==> src/rtl/bounded_set_table_macros.svh <==
// Assertion helpers used by the set table datapath.
// Each macro expects clk and rst to be visible where it is used.
`ifndef BOUNDED_SET_TABLE_MACROS_SVH
`define BOUNDED_SET_TABLE_MACROS_SVH

// Same-cycle implication, checked at every rising edge outside reset.
`define BST_ASSERT_IMP(label, ante, cons, msg) \
  label: assert property (@(posedge clk) disable iff (rst) (ante) |-> (cons)) \
    else $error(msg);

// Next-cycle implication, checked at every rising edge outside reset.
`define BST_ASSERT_NXT(label, ante, cons, msg) \
  label: assert property (@(posedge clk) disable iff (rst) (ante) |=> (cons)) \
    else $error(msg);

`endif

==> src/rtl/bst_pkg.sv <==
package bst_pkg;

  localparam int DEPTH_DEF       = 64;
  localparam int VALUE_WIDTH_DEF = 32;

  localparam int CMD_W   = 2;
  localparam int ITEM_W  = 32;
  localparam int STAT_W  = 2;
  localparam int COUNT_W = 7;
  localparam int CAP_W   = 7;

  localparam int PADDR_W = 3;
  localparam int PDATA_W = 32;

  localparam logic [CAP_W-1:0] CAP_RESET = 7'd64;

  // Register index, taken from paddr[2].
  localparam logic REG_CAPACITY = 1'b0;

  // Command codes. The unused code behaves as a query.
  localparam logic [CMD_W-1:0] CMD_INSERT = 2'd0;
  localparam logic [CMD_W-1:0] CMD_ERASE  = 2'd1;
  localparam logic [CMD_W-1:0] CMD_QUERY  = 2'd2;

  // Result status codes.
  localparam logic [STAT_W-1:0] ST_DONE    = 2'd0;
  localparam logic [STAT_W-1:0] ST_PRESENT = 2'd1;
  localparam logic [STAT_W-1:0] ST_FULL    = 2'd2;
  localparam logic [STAT_W-1:0] ST_MISSING = 2'd3;

  typedef struct packed {
    logic [CMD_W-1:0]  cmd;
    logic [ITEM_W-1:0] item_value;
  } cmd_word_t;

  typedef struct packed {
    logic [STAT_W-1:0]  status;
    logic               found;
    logic [COUNT_W-1:0] entry_count;
  } rsp_word_t;

  // Controller to datapath.
  typedef struct packed {
    logic start;
    logic scan;
    logic act;
    logic move_rd;
    logic move_wr;
    logic finish;
  } ctl_cmd_t;

  // Datapath to controller.
  typedef struct packed {
    logic hit;
    logic miss_end;
    logic want_move;
    logic rsp_free;
  } ctl_stat_t;

endpackage

==> src/rtl/bst_regs.sv <==
module bst_regs
  import bst_pkg::*;
(
  input  logic               clk,
  input  logic               rst,
  input  logic               psel,
  input  logic               penable,
  input  logic               pwrite,
  input  logic [PADDR_W-1:0] paddr,
  input  logic [PDATA_W-1:0] pwdata,
  output logic [PDATA_W-1:0] prdata,
  output logic               pready,
  output logic [CAP_W-1:0]   capacity_limit
);

  logic reg_sel;

  // Only bit 2 selects a register; the low bits are the byte offset.
  assign reg_sel = (paddr[2] == REG_CAPACITY);
  assign pready  = 1'b1;

  always_ff @(posedge clk) begin
    if (rst) begin
      capacity_limit <= CAP_RESET;
    end else if (psel && penable && pwrite && reg_sel) begin
      capacity_limit <= pwdata[CAP_W-1:0];
    end
  end

  assign prdata = reg_sel ? PDATA_W'(capacity_limit) : '0;

endmodule

==> src/rtl/bst_ctrl.sv <==
module bst_ctrl
  import bst_pkg::*;
(
  input  logic      clk,
  input  logic      rst,
  input  logic      cmd_valid,
  output logic      cmd_ready,
  input  ctl_stat_t stat,
  output ctl_cmd_t  ctl
);

  typedef enum logic [2:0] {
    S_IDLE,
    S_SCAN,
    S_ACT,
    S_MOVE_RD,
    S_MOVE_WR,
    S_FINISH
  } state_t;

  state_t state;

  always_ff @(posedge clk) begin
    if (rst) begin
      state <= S_IDLE;
    end else begin
      unique case (state)
        S_IDLE: begin
          if (cmd_valid) state <= S_SCAN;
        end
        S_SCAN: begin
          if (stat.hit || stat.miss_end) state <= S_ACT;
        end
        S_ACT: begin
          state <= stat.want_move ? S_MOVE_RD : S_FINISH;
        end
        S_MOVE_RD: begin
          state <= S_MOVE_WR;
        end
        S_MOVE_WR: begin
          state <= S_FINISH;
        end
        S_FINISH: begin
          if (stat.rsp_free) state <= S_IDLE;
        end
        default: begin
          state <= S_IDLE;
        end
      endcase
    end
  end

  assign cmd_ready   = (state == S_IDLE);
  assign ctl.start   = (state == S_IDLE) && cmd_valid;
  assign ctl.scan    = (state == S_SCAN);
  assign ctl.act     = (state == S_ACT);
  assign ctl.move_rd = (state == S_MOVE_RD);
  assign ctl.move_wr = (state == S_MOVE_WR);
  assign ctl.finish  = (state == S_FINISH) && stat.rsp_free;

endmodule

==> src/rtl/bst_datapath.sv <==
`include "bounded_set_table_macros.svh"

module bst_datapath
  import bst_pkg::*;
#(
  parameter int DEPTH       = DEPTH_DEF,
  parameter int VALUE_WIDTH = VALUE_WIDTH_DEF
) (
  input  logic             clk,
  input  logic             rst,
  input  cmd_word_t        cmd_word,
  input  logic [CAP_W-1:0] capacity_limit,
  input  ctl_cmd_t         ctl,
  output ctl_stat_t        stat,
  output logic             rsp_valid,
  input  logic             rsp_ready,
  output rsp_word_t        rsp_word
);

  localparam int AW    = $clog2(DEPTH);
  localparam int CNT_W = $clog2(DEPTH + 1);
  localparam int CMP_W = (CNT_W > CAP_W) ? CNT_W : CAP_W;

  logic [VALUE_WIDTH-1:0] mem [DEPTH];
  logic [VALUE_WIDTH-1:0] rdata;
  logic [VALUE_WIDTH-1:0] key;
  logic [VALUE_WIDTH-1:0] key_in;
  logic [CMD_W-1:0]       cmd_code;
  logic [CNT_W-1:0]       live_count;
  logic [CNT_W-1:0]       scan_idx;
  logic                   chk_valid;
  logic [AW-1:0]          chk_idx;
  logic                   found;
  logic [AW-1:0]          hit_slot;
  logic [STAT_W-1:0]      res_status;
  logic [STAT_W-1:0]      res_status_next;

  logic                   issue;
  logic                   match;
  logic                   full;
  logic                   is_insert;
  logic                   is_erase;
  logic                   want_append;
  logic [AW-1:0]          last_idx;
  logic [AW-1:0]          rd_addr;
  logic                   mem_we;
  logic [AW-1:0]          wr_addr;
  logic [VALUE_WIDTH-1:0] wr_data;

  if (VALUE_WIDTH <= ITEM_W) begin : gen_key_narrow
    assign key_in = cmd_word.item_value[VALUE_WIDTH-1:0];
  end else begin : gen_key_wide
    assign key_in = {{(VALUE_WIDTH - ITEM_W){1'b0}}, cmd_word.item_value};
  end

  assign issue     = (scan_idx < live_count);
  assign match     = chk_valid && (rdata == key);
  assign is_insert = (cmd_code == CMD_INSERT);
  assign is_erase  = (cmd_code == CMD_ERASE);
  assign full      = (CMP_W'(live_count) >= CMP_W'(capacity_limit)) ||
                     (live_count >= CNT_W'(DEPTH));
  assign want_append = is_insert && !found && !full;
  assign last_idx  = AW'(live_count - CNT_W'(1));

  assign stat.hit       = match;
  assign stat.miss_end  = !chk_valid && !issue;
  assign stat.want_move = is_erase && found;
  assign stat.rsp_free  = !rsp_valid || rsp_ready;

  // One read port and one write port, shared by the search, the append and the swap with the last entry.
  assign rd_addr = ctl.move_rd ? last_idx : scan_idx[AW-1:0];
  assign mem_we  = (ctl.act && want_append) || ctl.move_wr;
  assign wr_addr = ctl.move_wr ? hit_slot : live_count[AW-1:0];
  assign wr_data = ctl.move_wr ? rdata : key;

  always_ff @(posedge clk) begin
    if (mem_we) mem[wr_addr] <= wr_data;
    rdata <= mem[rd_addr];
  end

  always_comb begin
    res_status_next = ST_MISSING;
    if (is_insert) begin
      if (found) res_status_next = ST_PRESENT;
      else if (full) res_status_next = ST_FULL;
      else res_status_next = ST_DONE;
    end else begin
      res_status_next = found ? ST_DONE : ST_MISSING;
    end
  end

  always_ff @(posedge clk) begin
    if (rst) begin
      live_count <= '0;
      chk_valid  <= 1'b0;
      rsp_valid  <= 1'b0;
    end else begin
      if (ctl.start) begin
        key       <= key_in;
        cmd_code  <= cmd_word.cmd;
        scan_idx  <= '0;
        chk_valid <= 1'b0;
        found     <= 1'b0;
      end
      if (ctl.scan) begin
        scan_idx  <= scan_idx + CNT_W'(issue);
        chk_valid <= issue;
        chk_idx   <= scan_idx[AW-1:0];
        if (match) begin
          found    <= 1'b1;
          hit_slot <= chk_idx;
        end
      end
      if (ctl.act) begin
        res_status <= res_status_next;
        if (want_append) live_count <= live_count + CNT_W'(1);
      end
      if (ctl.move_wr) begin
        live_count <= live_count - CNT_W'(1);
      end
      if (ctl.finish) begin
        rsp_valid            <= 1'b1;
        rsp_word.status      <= res_status;
        rsp_word.found       <= found;
        rsp_word.entry_count <= COUNT_W'(live_count);
      end else if (rsp_valid && rsp_ready) begin
        rsp_valid <= 1'b0;
      end
    end
  end

  `BST_ASSERT_IMP(a_count_bound, 1'b1, live_count <= CNT_W'(DEPTH), "live count past depth")
  `BST_ASSERT_IMP(a_append_room, ctl.act && want_append, live_count < CNT_W'(DEPTH) && !found, "append without room")
  `BST_ASSERT_NXT(a_move_shrinks, ctl.move_wr, live_count == $past(live_count) - CNT_W'(1), "erase did not shrink")
  `BST_ASSERT_IMP(a_no_overwrite, ctl.finish, !rsp_valid || rsp_ready, "result overwritten")

endmodule

==> src/rtl/bounded_set_table.sv <==
// Set of distinct values held in an unordered table with a live count.
// Command channel (cmd_valid, cmd_ready, cmd_word): each word carries an
// operation (insert, erase or membership query) and the value it acts on.
// Result channel (rsp_valid, rsp_ready, rsp_word): exactly one word per
// command, giving a status, whether the value was present beforehand and
// the entry count after the command.
// The capacity limit register sits at byte address 0 of the APB port.
// A command walks the table one entry per cycle through the memory read
// port. A miss scans every live entry and a hit in slot s ends the search
// there; an erase that hits then moves the last entry into the freed slot,
// so the slowest command is an erase of the last entry of a full table.
// The block works on one command at a time and accepts the next one in the
// cycle after the previous result is registered.
// The result sits in an output register; if the receiver stalls, the next
// command is still searched and waits only for that register to empty.
// Reset empties the set and sets the capacity limit to 64; table contents
// need no clearing, since only entries below the live count are read.
module bounded_set_table
  import bst_pkg::*;
#(
  parameter int DEPTH       = DEPTH_DEF,
  parameter int VALUE_WIDTH = VALUE_WIDTH_DEF
) (
  input  logic               clk,
  input  logic               rst,
  input  logic               psel,
  input  logic               penable,
  input  logic               pwrite,
  input  logic [PADDR_W-1:0] paddr,
  input  logic [PDATA_W-1:0] pwdata,
  output logic [PDATA_W-1:0] prdata,
  output logic               pready,
  input  logic               cmd_valid,
  output logic               cmd_ready,
  input  cmd_word_t          cmd_word,
  output logic               rsp_valid,
  input  logic               rsp_ready,
  output rsp_word_t          rsp_word
);

  logic [CAP_W-1:0] capacity_limit;
  ctl_cmd_t         ctl;
  ctl_stat_t        stat;

  // Configuration register file.
  bst_regs u_regs (
    .clk            (clk),
    .rst            (rst),
    .psel           (psel),
    .penable        (penable),
    .pwrite         (pwrite),
    .paddr          (paddr),
    .pwdata         (pwdata),
    .prdata         (prdata),
    .pready         (pready),
    .capacity_limit (capacity_limit)
  );

  // Sequencer: search, act, optional swap, then hand off the result.
  bst_ctrl u_ctrl (
    .clk       (clk),
    .rst       (rst),
    .cmd_valid (cmd_valid),
    .cmd_ready (cmd_ready),
    .stat      (stat),
    .ctl       (ctl)
  );

  // Table memory, count, comparator and result register.
  bst_datapath #(
    .DEPTH       (DEPTH),
    .VALUE_WIDTH (VALUE_WIDTH)
  ) u_datapath (
    .clk            (clk),
    .rst            (rst),
    .cmd_word       (cmd_word),
    .capacity_limit (capacity_limit),
    .ctl            (ctl),
    .stat           (stat),
    .rsp_valid      (rsp_valid),
    .rsp_ready      (rsp_ready),
    .rsp_word       (rsp_word)
  );

endmodule
==> config.mk <==
export PLATFORM = sky130hd
export DESIGN_NAME = bounded_set_table
export DESIGN_NICKNAME = d
export VERILOG_FILES = /design/src/rtl/bst_pkg.sv /design/src/rtl/bst_regs.sv /design/src/rtl/bst_ctrl.sv /design/src/rtl/bst_datapath.sv /design/src/rtl/bounded_set_table.sv
export VERILOG_INCLUDE_DIRS = /design/src /design/src/rtl
export SDC_FILE = /design/constraint.sdc
export NUM_CORES = 2
export LEC_CHECK = 0
export BUFFER_PORTS_ARGS = -buffer_cell sky130_fd_sc_hd__buf_4
export CAP_MARGIN = 5
export CORE_ASPECT_RATIO = 1.4
export CORE_MARGIN = 2
export CORE_UTILIZATION = 57
export DETAILED_ROUTE_END_ITERATION = 6
export PLACE_DENSITY = 0.76
export SETUP_SLACK_MARGIN = 0.3
export SYNTH_ARGS = -nofsm -noshare
export SYNTH_HDL_FRONTEND = slang
export SYNTH_HIERARCHICAL = 1
export SYNTH_SLANG_ARGS = --single-unit
==> constraint.sdc <==
create_clock -name clk -period 4.1 [get_ports clk]
set_input_delay 1.025 -clock clk [delete_from_list [all_inputs] [get_ports clk]]
set_output_delay 1.025 -clock clk [all_outputs]
set_load 0.03 [all_outputs]
# Word level (Yosys, flattened, before mapping)
# Memories as Yosys holds them, arrays and structs flattened. A register that Yosys moved wholly into a read port is not among the register bits.
# Cells that the tools add are included.
# op_classes
bitwise_logic	2
order_cmp	3
n_eq_ne	10
n_mux	27
n_reduce_logical	35
addsub	3
# op_table
op	count
2-to-1 mux 7 bit	6
equality test 32 bit	1
2-to-1 mux 32 bit	1
one-hot mux 3 bit (6 select lines)	1
logical AND 1 bit	12
2-to-1 mux 3 bit	4
2-to-1 mux 6 bit	2
AND reduction 2 bit	6
2-to-1 mux 1 bit	9
2-to-1 mux 2 bit	4
nonzero test 2 bit	4
adder 7 x 1 -> 7 bit	1
adder 7 x 1 -> 7 bit, second input constant	1
>= comparator 7 bit	1
>= comparator 7 bit, second input constant	1
less-than comparator 7 bit	1
subtractor 7 x 1 -> 7 bit, second input constant	1
equality test 3 x 2 -> 1 bit, second input constant	2
equality test 3 bit, second input constant	2
AND reduction 3 bit	2
zero test 1 bit	5
logical OR 1 bit	4
inequality test 2 x 1 -> 1 bit, second input constant	2
equality test 3 x 1 -> 1 bit, second input constant	1
other kinds (5)	6
# word_totals
mem_bits_rw	2048
n_memories	1
ff_bits	85
elab_cells	96
input_bits	76
out_inout_bits	45
# memory_table
name	words	width	rd	rd_clocked_by_memory_dff	wr	line	text
u_datapath.mem	64	32	1	1	1	bst_datapath.sv:24	logic [VALUE_WIDTH-1:0] mem [DEPTH];

# Depth between registers and ports, before layout
# logic_depth
depth_word	8
ltp_mapped	17
depth_no_buf	14

# By module
# The synthesis kept the hierarchy.
# by_module_without_submodules
mod	cells_each	area_each_um2	seq_area_each_um2	n_inst
bst_datapath	6418	86830.8	64301.7	1
bst_regs	66	581.8	140.1	1
bst_ctrl	29	211.5	60.1	1

# Worst setup path after synthesis
# OpenSTA, ideal clock, no wires.
# synth_path
path_type	register -> register
from	register u_datapath.live_count[0]
to	memory u_datapath/mem[32][0] (netlist name) (enable)
period_less_slack_ps	4111
setup_ps	421
stages_incl_launch_ff	12
required_time_ps	3679
setup_slack_ps	-11
path_buffers	1
arrival_time_ps	3690
cell_sequence	dfxtp_1 -> buf_2 -> inv_1 -> ha_1 -> nand2b_1 -> a21o_1 -> a21o_1 -> a21oi_1 -> o21ai_1 -> o31ai_1 -> nand2_1 -> nor2_1
# synth_via
elab_chain_cells	8
elab_cells_between_ends	10
classes_between	order compare: 2; mux: 3; reduce/logical: 5
# synth_lines
item	line	text
from (decl)	bst_datapath.sv:29	logic [CNT_W-1:0] live_count;
from (signal assigned)	bst_datapath.sv:116	if (want_append) live_count <= live_count + CNT_W'(1);
from (signal assigned)	bst_datapath.sv:119	live_count <= live_count - CNT_W'(1);
>= comparator 7 bit, on equally long branches	bst_datapath.sv:60, bst_datapath.sv:61	
logical OR 1 bit	bst_datapath.sv:60	assign full = (CMP_W'(live_count) >= CMP_W'(capacity_limit)) ||
zero test 1 bit	bst_datapath.sv:62	assign want_append = is_insert && !found && !full;
logical AND 1 bit	bst_datapath.sv:62	
logical AND 1 bit	bst_datapath.sv:72	assign mem_we = (ctl.act && want_append) || ctl.move_wr;
logical OR 1 bit	bst_datapath.sv:72	
2-to-1 mux 1 bit	bst_datapath.sv:77	if (mem_we) mem[wr_addr] <= wr_data;
2-to-1 mux 1 bit (implied by the code)	bst_datapath.sv:77	
to (decl)	bst_datapath.sv:24	
# Parallel ways exist; a longest one is shown, timed or not.

==> metrics <==
IO Pins=121; largest family of logic cells by synthesized area=compound AO/OA/AOI/OAI gates; initial antenna violation count=11; Yosys warnings=6; Final min period=3840 ps; Die Wd=about 340 µm; leakage power=32.5 nW; H-tree levels=4; Fin. Hold Viols=0; row cnt=170; vias in the first global route=59500; pre-CTS setup slack=253 ps; failing checks=DRC; HP Class=primary input to flip-flop; adder-cell share of the synthesized area=0.257%; Clock Root Buffer=clkbuf_16; DP Area=93500 µm²; largest net degree at the start of global routing=80; CTS Buf Count=187; Port Buf Inserts=67; first-pass GRT wire length=394000 µm; initial core utilization=a little under three fifths; max_cap viols=0; mapped cell area=87600 µm²; Post-synth EDFFs=2114; GP Congestion=0.948; post-synthesis compound-gate area fraction=14.4%; first-pass detailed-route iteration total=7; global route overflow=0; startpoint class of the critical path=flip-flop; r2r setup slk=260 ps; unrepaired setup endpoints after global routing=true; clock tree buffer depth=3; Remaining DRCs=2; Multi-input gate area=21300 µm²; gr usage total=34.9%; Clock transition at path regs=~70 ps; TritonCTS clock tree=yes; overall routed net length=~280000 µm; number of fill cells=10100; Num Clock Sinks=2165; Synth Area in XOR/XNOR=less than 1%; sequential area share after synthesis=between 70% and 80%; endpoint type of the worst setup path=flip-flop; full die area=157000 µm²; Worst-Margin Slew=1170 ps; Reg area=64500 µm²; PD cells=roughly 540 nW/µm²; worst-path maximum fanout=29; post-synthesis cell count=6513; Max Fclk=261 MHz; share of layout cells above drive strength 1=14.0%; Data arrival, critical path=4560 ps; synthesized area per cell=approximately 13 µm²; Primary FF master, synth=edfxtp_1; Max-slew headroom=22.2%; final setup fails=0; Starting DRT DRC Count=10500; CORE AREA=153000 µm²; Post-DP HPWL=161000 µm; area grow syn2layout=13.9%; post-layout instance area=approximately 100000 µm²; Final Skew=29.0 ps; number of slew-limit violations in the final report=0; DRT antenna net count=0; Critical Setup Path Class=flip-flop to flip-flop; final period utilization=between 90% and 100%; Peak VDD IR=0.580 mV; setup TNS=0 ps; post-synthesis mux area share=less than 1%; Yosys cell types=91; #FFs+latches synth=2165; ys async rst share=0%; Worst Setup Slack, final=approximately 260 ps; Worst-Skew Late Latency=870 ps; Req. time, crit path=just under 5000 ps; Die Height=468 µm; Post-Synth Simple-Gate Area=7.64%; Util after Layout=65.2%; Layout Nets=6871; DR WL/cell=31.2 µm; Avg Vias per Cell=6.94; status=complete, but fails checks; DR vias=61900
[critical path: stages, from the launching register on]
cell and delay [ps]:
dfxtp_1 440, inv_1 190, nor3_4 290, buf_12 280
nand2_2 300, o21a_4 380, nor2_1 530, buf_4 290
buf_4 210, a21oi_1 150, a31oi_1 490, o31ai_1 130
[cells by family (layout without fill, tap and decap cells)]
family | count (synthesis) | in the layout
muxes | 48 | 48
and+or+nand+nor | 1534 | 1535
DFF | 2165 | 2165
xor gates and xnor gates | 46 | 46
buffers and inverters | 523 | 915
adders and majority gates | 18 | 18
other | 2 | 30
AOI/OAI and AO/OA | 2177 | 2179
[report_power, final]
| part | total, mW | switching, mW | internal, mW |
|---|---|---|---|
| Sequential | 25.2 | 0.273 | 24.9 |
| Clock | 17.7 | 7.88 | 9.81 |
| Combinational | 10.8 | 7.51 | 3.24 |
| Total | 53.6 | 15.7 | 38.0 |
[placed cells by master, fill, tap and decap left out, types with 18 or more instances in the layout]
cell and count:
a211oi_1 20, a31oi_1 40, ha_1 18, o32ai_1 22, clkbuf_16 193, inv_1 37
a221oi_1 25, conb_1 26, nor3_1 71, xnor2_1 39, o22ai_1 77, nand2b_1 74
o2111ai_1 45, nand4_1 85, buf_4 427, nor4_1 22, dfxtp_1 50, a22oi_1 92
o211ai_1 92, buf_12 104, clkinv_1 28, nand3_1 42, o221ai_1 44, nor2_1 259
a21oi_1 358, nand2_1 807, o21ai_0 1158, o21ai_1 53, clkbuf_1 55, or3_1 60
edfxtp_1 2114, mux2_2 32, clkinv_2 29, nor2_4 66
[synthesized netlist by cell type, drive strengths merged (6+ instances only)]
cell	number	area share [%]
clkbuf	188	0.81
o21ba	16	0.18
o22ai	77	0.55
a31oi	40	0.29
a21o	17	0.15
o2111ai	45	0.45
a221oi	26	0.27
ha	18	0.26
inv	39	0.17
o32ai	25	0.27
a22oi	92	0.79
nor4	22	0.16
mux2	33	0.42
o221ai	44	0.44
o31ai	13	0.11
a311oi	11	0.11
nor2	330	1.4
and2b	7	0.070
edfxtp	2114	72
o21a	17	0.15
o311ai	9	0.090
or3	61	0.44
a211oi	23	0.21
buf	296	2.0
a2bb2oi	10	0.10
nor3	77	0.46
o211ai	92	0.79
xor2	6	0.060
o21bai	6	0.051
nand2b	74	0.53
nand3	42	0.24
nand4	85	0.61
nand2	814	3.5
xnor2	40	0.41
o41ai	11	0.14
dfxtp	51	1.2
o21ai	1214	6.9
a21oi	362	2.1
mux2i	15	0.19
[timing repair]
item / 4_1_cts / 5_1_grt
pin swaps: 1 / 3
endpoints found under the hold margin: 0 / 0
gates cloned: 0 / 3
setup buffers: 4 / 14
endpoints found under the setup margin: 3 / 31
hold buffers: 0 / 0
resized for setup: 1 / 18
[path summary, 6_finish.rpt]
check / from / end / cells past startpoint
hold / removal: cmd_word[14] / u_datapath/key[14] / 1
setup reg to reg: u_ctrl/state[1] / u_datapath/rdata[24] / 11
hold reg to reg: u_datapath/chk_idx[2] / u_datapath/hit_slot[2] / 0
setup / recovery: u_ctrl/state[1] / u_datapath/rdata[24] / 11
[through the flow]
step                cells  hold WS [ps]  power, mW
global placement     8545           401       35.4
global route         8911           322       54.9
floorplan            6537           400       31.4
finish               8914           338       53.6
CTS                  8893           323       53.1
detailed placement   8545           405       35.7
[final cells by class]
type / instances / share of cell area, %
multi-input cells: 3852 / 21.4
repair buffers: 532 / 5.31
clock inverters: 91 / 0.922
inverters: 39 / 0.149
clock buffers: 253 / 5.12
flip-flops and latches: 2165 / 64.7
well taps: 1978 / 2.48
diodes: 4 / 0.0100
[per-layer routing]
layer	wire length, µm	part of all wire, %	global-route usage (%)	up-vias
met5	41	0.015	0.185	-
met4	22700	8.2	23.8	6
met3	40600	15	9.13	1350
met2	128000	46	54.8	5440
met1	87200	31	42.4	29700
li1	-	-	-	25400
[sequential cells by signal (all words and copies together), names as in the netlist]
register and cells:
u_datapath/live_count 7, u_regs/capacity_limit 7, u_datapath/key 32, u_datapath/scan_idx 7
u_datapath/rsp_valid 1, u_datapath/chk_idx 6, u_datapath/cmd_code 2, u_datapath/hit_slot 6
u_datapath/rsp_word 10, u_datapath/found 1, u_datapath/res_status 2, u_ctrl/state 3
u_datapath/mem 2048, u_datapath/chk_valid 1, u_datapath/rdata 32
(Power assumes the default switching activity.)
